### config.mk
export PLATFORM = sky130hd
export DESIGN_NAME = ilist_ctrl
export DESIGN_NICKNAME = d
export VERILOG_FILES = /design/src/ilist_pkg.sv /design/src/ilist_ctrl.sv
export SDC_FILE = /design/constraint.sdc
export NUM_CORES = 1
export LEC_CHECK = 0
export ABC_AREA = 1
export BUFFER_PORTS_ARGS = -buffer_cell sky130_fd_sc_hd__buf_4
export CAP_MARGIN = 20
export CORE_AREA = 2 2 39 41
export DETAILED_ROUTE_END_ITERATION = 6
export DIE_AREA = 0 0 41 43
export PLACE_DENSITY = 0.35
export SETUP_SLACK_MARGIN = 0.05
export SYNTH_ARGS = -nofsm -noshare
export SYNTH_HDL_FRONTEND = slang
export SYNTH_SLANG_ARGS = --single-unit
### constraint.sdc
create_clock -name clk -period 1.79 [get_ports clk]
set_input_delay 0.2685 -clock clk [delete_from_list [all_inputs] [get_ports clk]]
set_output_delay 0.2685 -clock clk [all_outputs]
set_load 0.05 [all_outputs]
### src/ilist_pkg.sv
`default_nettype none

package ilist_pkg;

  localparam int MODE_W = 3;
  localparam int VAL_W  = 32;
  localparam int POS_W  = 9;
  localparam int STS_W  = 3;
  localparam int LEN_W  = 9;

  localparam logic [MODE_W-1:0] MODE_APPEND = 3'd0;
  localparam logic [MODE_W-1:0] MODE_INSERT = 3'd1;
  localparam logic [MODE_W-1:0] MODE_REMOVE = 3'd2;
  localparam logic [MODE_W-1:0] MODE_COUNT  = 3'd3;
  localparam logic [MODE_W-1:0] MODE_FIND   = 3'd4;
  localparam logic [MODE_W-1:0] MODE_MAX    = 3'd5;

  localparam logic [STS_W-1:0] STS_OK       = 3'd0;
  localparam logic [STS_W-1:0] STS_FULL     = 3'd1;
  localparam logic [STS_W-1:0] STS_RANGE    = 3'd2;
  localparam logic [STS_W-1:0] STS_NOTFOUND = 3'd3;
  localparam logic [STS_W-1:0] STS_EMPTY    = 3'd4;

  typedef enum logic [2:0] {
    S_IDLE,
    S_DECODE,
    S_WALK,
    S_DRAIN,
    S_FINISH
  } state_t;

  typedef struct packed {
    logic load;
    logic init;
    logic issue;
    logic finish;
  } cmd_t;

  typedef struct packed {
    logic walk;
    logic last;
  } sts_t;

endpackage

`default_nettype wire

### src/ilist_ctrl.sv
`default_nettype none

module ilist_ctrl (
  input  wire logic            clk,
  input  wire logic            rst_n,
  input  wire logic            in_valid,
  output      logic            in_ready,
  output      logic            out_valid,
  input  wire logic            out_ready,
  input  wire ilist_pkg::sts_t sts,
  output      ilist_pkg::cmd_t cmd
);

  ilist_pkg::state_t state_r;
  ilist_pkg::state_t state_nxt;
  logic              out_valid_r;
  logic              out_valid_nxt;

  always_ff @(posedge clk) begin
    if (!rst_n) begin
      state_r     <= ilist_pkg::S_IDLE;
      out_valid_r <= 1'b0;
    end else begin
      state_r     <= state_nxt;
      out_valid_r <= out_valid_nxt;
    end
  end

  always_comb begin
    cmd           = '0;
    state_nxt     = state_r;
    out_valid_nxt = out_valid_r && !out_ready;
    in_ready      = (state_r == ilist_pkg::S_IDLE);
    case (state_r)
      ilist_pkg::S_IDLE: begin
        if (in_valid) begin
          cmd.load  = 1'b1;
          state_nxt = ilist_pkg::S_DECODE;
        end
      end
      ilist_pkg::S_DECODE: begin
        cmd.init  = 1'b1;
        state_nxt = sts.walk ? ilist_pkg::S_WALK : ilist_pkg::S_FINISH;
      end
      ilist_pkg::S_WALK: begin
        cmd.issue = 1'b1;
        if (sts.last) begin
          state_nxt = ilist_pkg::S_DRAIN;
        end
      end
      ilist_pkg::S_DRAIN: begin
        state_nxt = ilist_pkg::S_FINISH;
      end
      ilist_pkg::S_FINISH: begin
        if (!out_valid_r || out_ready) begin
          cmd.finish    = 1'b1;
          out_valid_nxt = 1'b1;
          state_nxt     = ilist_pkg::S_IDLE;
        end
      end
      default: begin
        state_nxt = ilist_pkg::S_IDLE;
      end
    endcase
  end

  assign out_valid = out_valid_r;

endmodule

`default_nettype wire

==> flow_summary.json <==
{
  "crit_slowest_cell": "dfxtp_1",
  "drive_above_1_share_pct": 50.0,
  "power_switching_w": 0.000137,
  "r2r-end": "state_r[0]",
  "worst-path-buf-inv": 2,
  "preCtsSetupSlack_ps": 568,
  "grt_pass1_wl_um": 959,
  "status": "finished clean",
  "timing_worst_setup_path_type": "reg2out",
  "vias": 254,
  "synthArstFlopShare_pct": 0,
  "wl_per_cell_um": 8.53,
  "cellLeakagePower_nw": 0.177,
  "dieArea_sq_um": 1760,
  "syn_avg_cell_area_sq_um": 6.77,
  "io-pin-count": 12,
  "synth.area.top_cells": "dfxtp_1 35%, nor2_2 14%, inv_1 9.8%",
  "cts_buffers": 3,
  "crit_chain": "nor2_2, inv_1, nor3_2, buf_4",
  "synth_cells": 34,
  "grt_setup_unrepaired": "no",
  "fin_tns_setup_ps": 0,
  "maxCapViolations": 0,
  "synth-edff-count": 0,
  "setup_ws_ps": 325,
  "port_buffers": 11,
  "worstPathRequired_ps": 1520,
  "drt-total-wl_um": 546,
  "worstMarginPinSlew_ps": 312,
  "fin_skew_ps": 1.13,
  "core_sq_um": 1380,
  "ys_ff_latch": 4,
  "finalSetupViolCount": 0,
  "start_util_pct": 16.6,
  "row_count": 14,
  "grt_usage_pct": 8.53,
  "syn_area_sq_um": 230,
  "hold_end": "state_r[0]",
  "ctsHoldBuffers": 0,
  "synth_cell_types": 13,
  "num_antenna_cells": 0,
  "fin_util_pct": 26.5,
  "placed_area_sq_um": 344,
  "grt_pass1_vias": 251,
  "fin_area_sq_um": 367,
  "ff2ff_setup_slack_ps": 850,
  "min-delay-start": "rst_n",
  "cpPeakStageDelay_ps": 360,
  "power.internal_w": 0.000216,
  "seq_area_frac_synth_pct": 34.8,
  "synth_common_cells": "6 x inv_1, 6 x nand2_1, 5 x nor2_2",
  "rr_worst_depth": 5,
  "finalHoldViolations": 0,
  "drtAntennaViolNets": 0,
  "drv_slew": 0,
  "p_sw_share_pct": 38.8,
  "fin_nets": 56,
  "fp.dieW_um": 41,
  "clock_latency_ps": 230,
  "cts_buffer_depth": 2,
  "cp-end-kind": "primary output",
  "powerDensity_nw_per_um2": 963,
  "route.detailed.drc": 0,
  "cts-root-buf": "clkbuf_4",
  "cts_setup_buffers": 0,
  "clkPwrFrac_pct": 30.8,
  "cp_top_family": "flip-flops",
  "fin_crit_sh_pct": 81.8,
  "min_period_ps": 1460,
  "h-tree-depth": 1,
  "grt_start_max_net_pins": 8,
  "drt_pass1_iterations": 2,
  "die_h_um": 43,
  "fmax_mhz": 683,
  "place_congestion": 0.652,
  "postCtsResizedCells": 0,
  "cts_sinks": 4,
  "antenna_found_initial": 0,
  "yosys.area.top_type": "dfxtp_1",
  "synth_top_area_share_pct": 34.8,
  "slew_headroom_pct": 79.2,
  "hpwl_um": 471,
  "area_growth_pct": 59.2,
  "syn-num-nets": 40,
  "worstHoldPathCells": 3,
  "routed_via_density": 3.97,
  "seqPwrFrac_pct": 31.1,
  "vdd_ir_drop_max_uv": 243,
  "min_path_type": "in2reg",
  "synth_warnings": 0,
  "gr-total-overflow": 0,
  "ys.flop_type": "dfxtp_1",
  "comb_power_share_pct": 38.2,
  "arrival_ps": 1200,
  "cts_tree": "built",
  "drt_iter0_markers": 2,
  "critPathLaunchType": "register",
  "cp_max_fo": 5,
  "r2r-start": "state_r[1]",
  "clk_pin_slew_worst_paths_ps": 40
}
[power groups by stage]
stage | sequential, W | combinational [W] | clock [W]
6_report | 0.000110 | 0.000135 | 0.000109
5_1_grt | 0.000112 | 0.000147 | 0.000124
4_1_cts | 0.000110 | 0.000137 | 0.000115
3_5_place_dp | 0.000111 | 0.000136 | 0
3_3_place_gp | 0.000111 | 0.000136 | 0
2_1_floorplan | 0.000112 | 0.0000950 | 0
[final cells by class]
type                            count  area, sq um
Clock buffer                        3         22.5
Multi-Input combinational cell     23          135
Fill cell                         156         1020
Sequential cell                     4         80.1
Tap cell                           16         20.0
Inverter                            7         26.3
Timing Repair Buffer               11         82.6
[layer usage]
metal	wire length, um	part of all wire [%]	vias up	track usage (%)
li1	-	-	135	-
met1	228	42	108	10.3
met2	275	50	11	10.9
met3	42	7.7	0	3.14
met4	0	0	0	8.00
met5	0	0	-	0
[tightest hold or removal path, delay by kind of cell]
family        cells  cell delay [ps]
simple gates      2              120
buf+inv           1               80
[sequential cells by signal, summed over array words and instances, names as in the netlist]
| signal | count |
|---|---|
| out_valid | 1 |
| state_r | 3 |
[stage by stage]
step	instances	power, W	hold WS, ps
after floorplan	34	0.000207	403
after global placement	61	0.000247	518
after detailed placement	61	0.000247	518
after CTS	64	0.000362	276
after global routing	64	0.000382	292
final	64	0.000353	279
[cell usage in the layout, fill, tap and decap left out]
| master | count |
|---|---|
| a21oi_1 | 2 |
| clkbuf_4 | 3 |
| dfxtp_1 | 4 |
| nor4_2 | 1 |
| nand3_1 | 3 |
| nand3_2 | 1 |
| a21oi_2 | 1 |
| nand2_1 | 6 |
| nor2_1 | 2 |
| nor2_2 | 5 |
| buf_4 | 11 |
| inv_2 | 1 |
| inv_1 | 6 |
| nand3b_1 | 1 |
| nor3_2 | 1 |
[cells by family (layout without fill, tap and decap cells)]
| kind of cell | after synthesis | after routing | share of synthesized area (%) |
|---|---|---|---|
| buffers and inverters | 7 | 21 | 11.4 |
| flip-flops | 4 | 4 | 34.8 |
| AND/OR/NAND/NOR | 20 | 20 | 45.7 |
| AO/OA/AOI/OAI | 3 | 3 | 8.15 |
[worst max path at each step]
stage,depth (start not counted),end,start
finish,4,cmd[3],state_r[2]
global route,3,cmd[0],state_r[2]
CTS,4,cmd[3],state_r[2]
detailed placement,3,cmd[0],state_r[2]
global placement,3,cmd[0],state_r[2]
floorplan,3,cmd[0],out_valid
(Power assumes the default switching activity.)
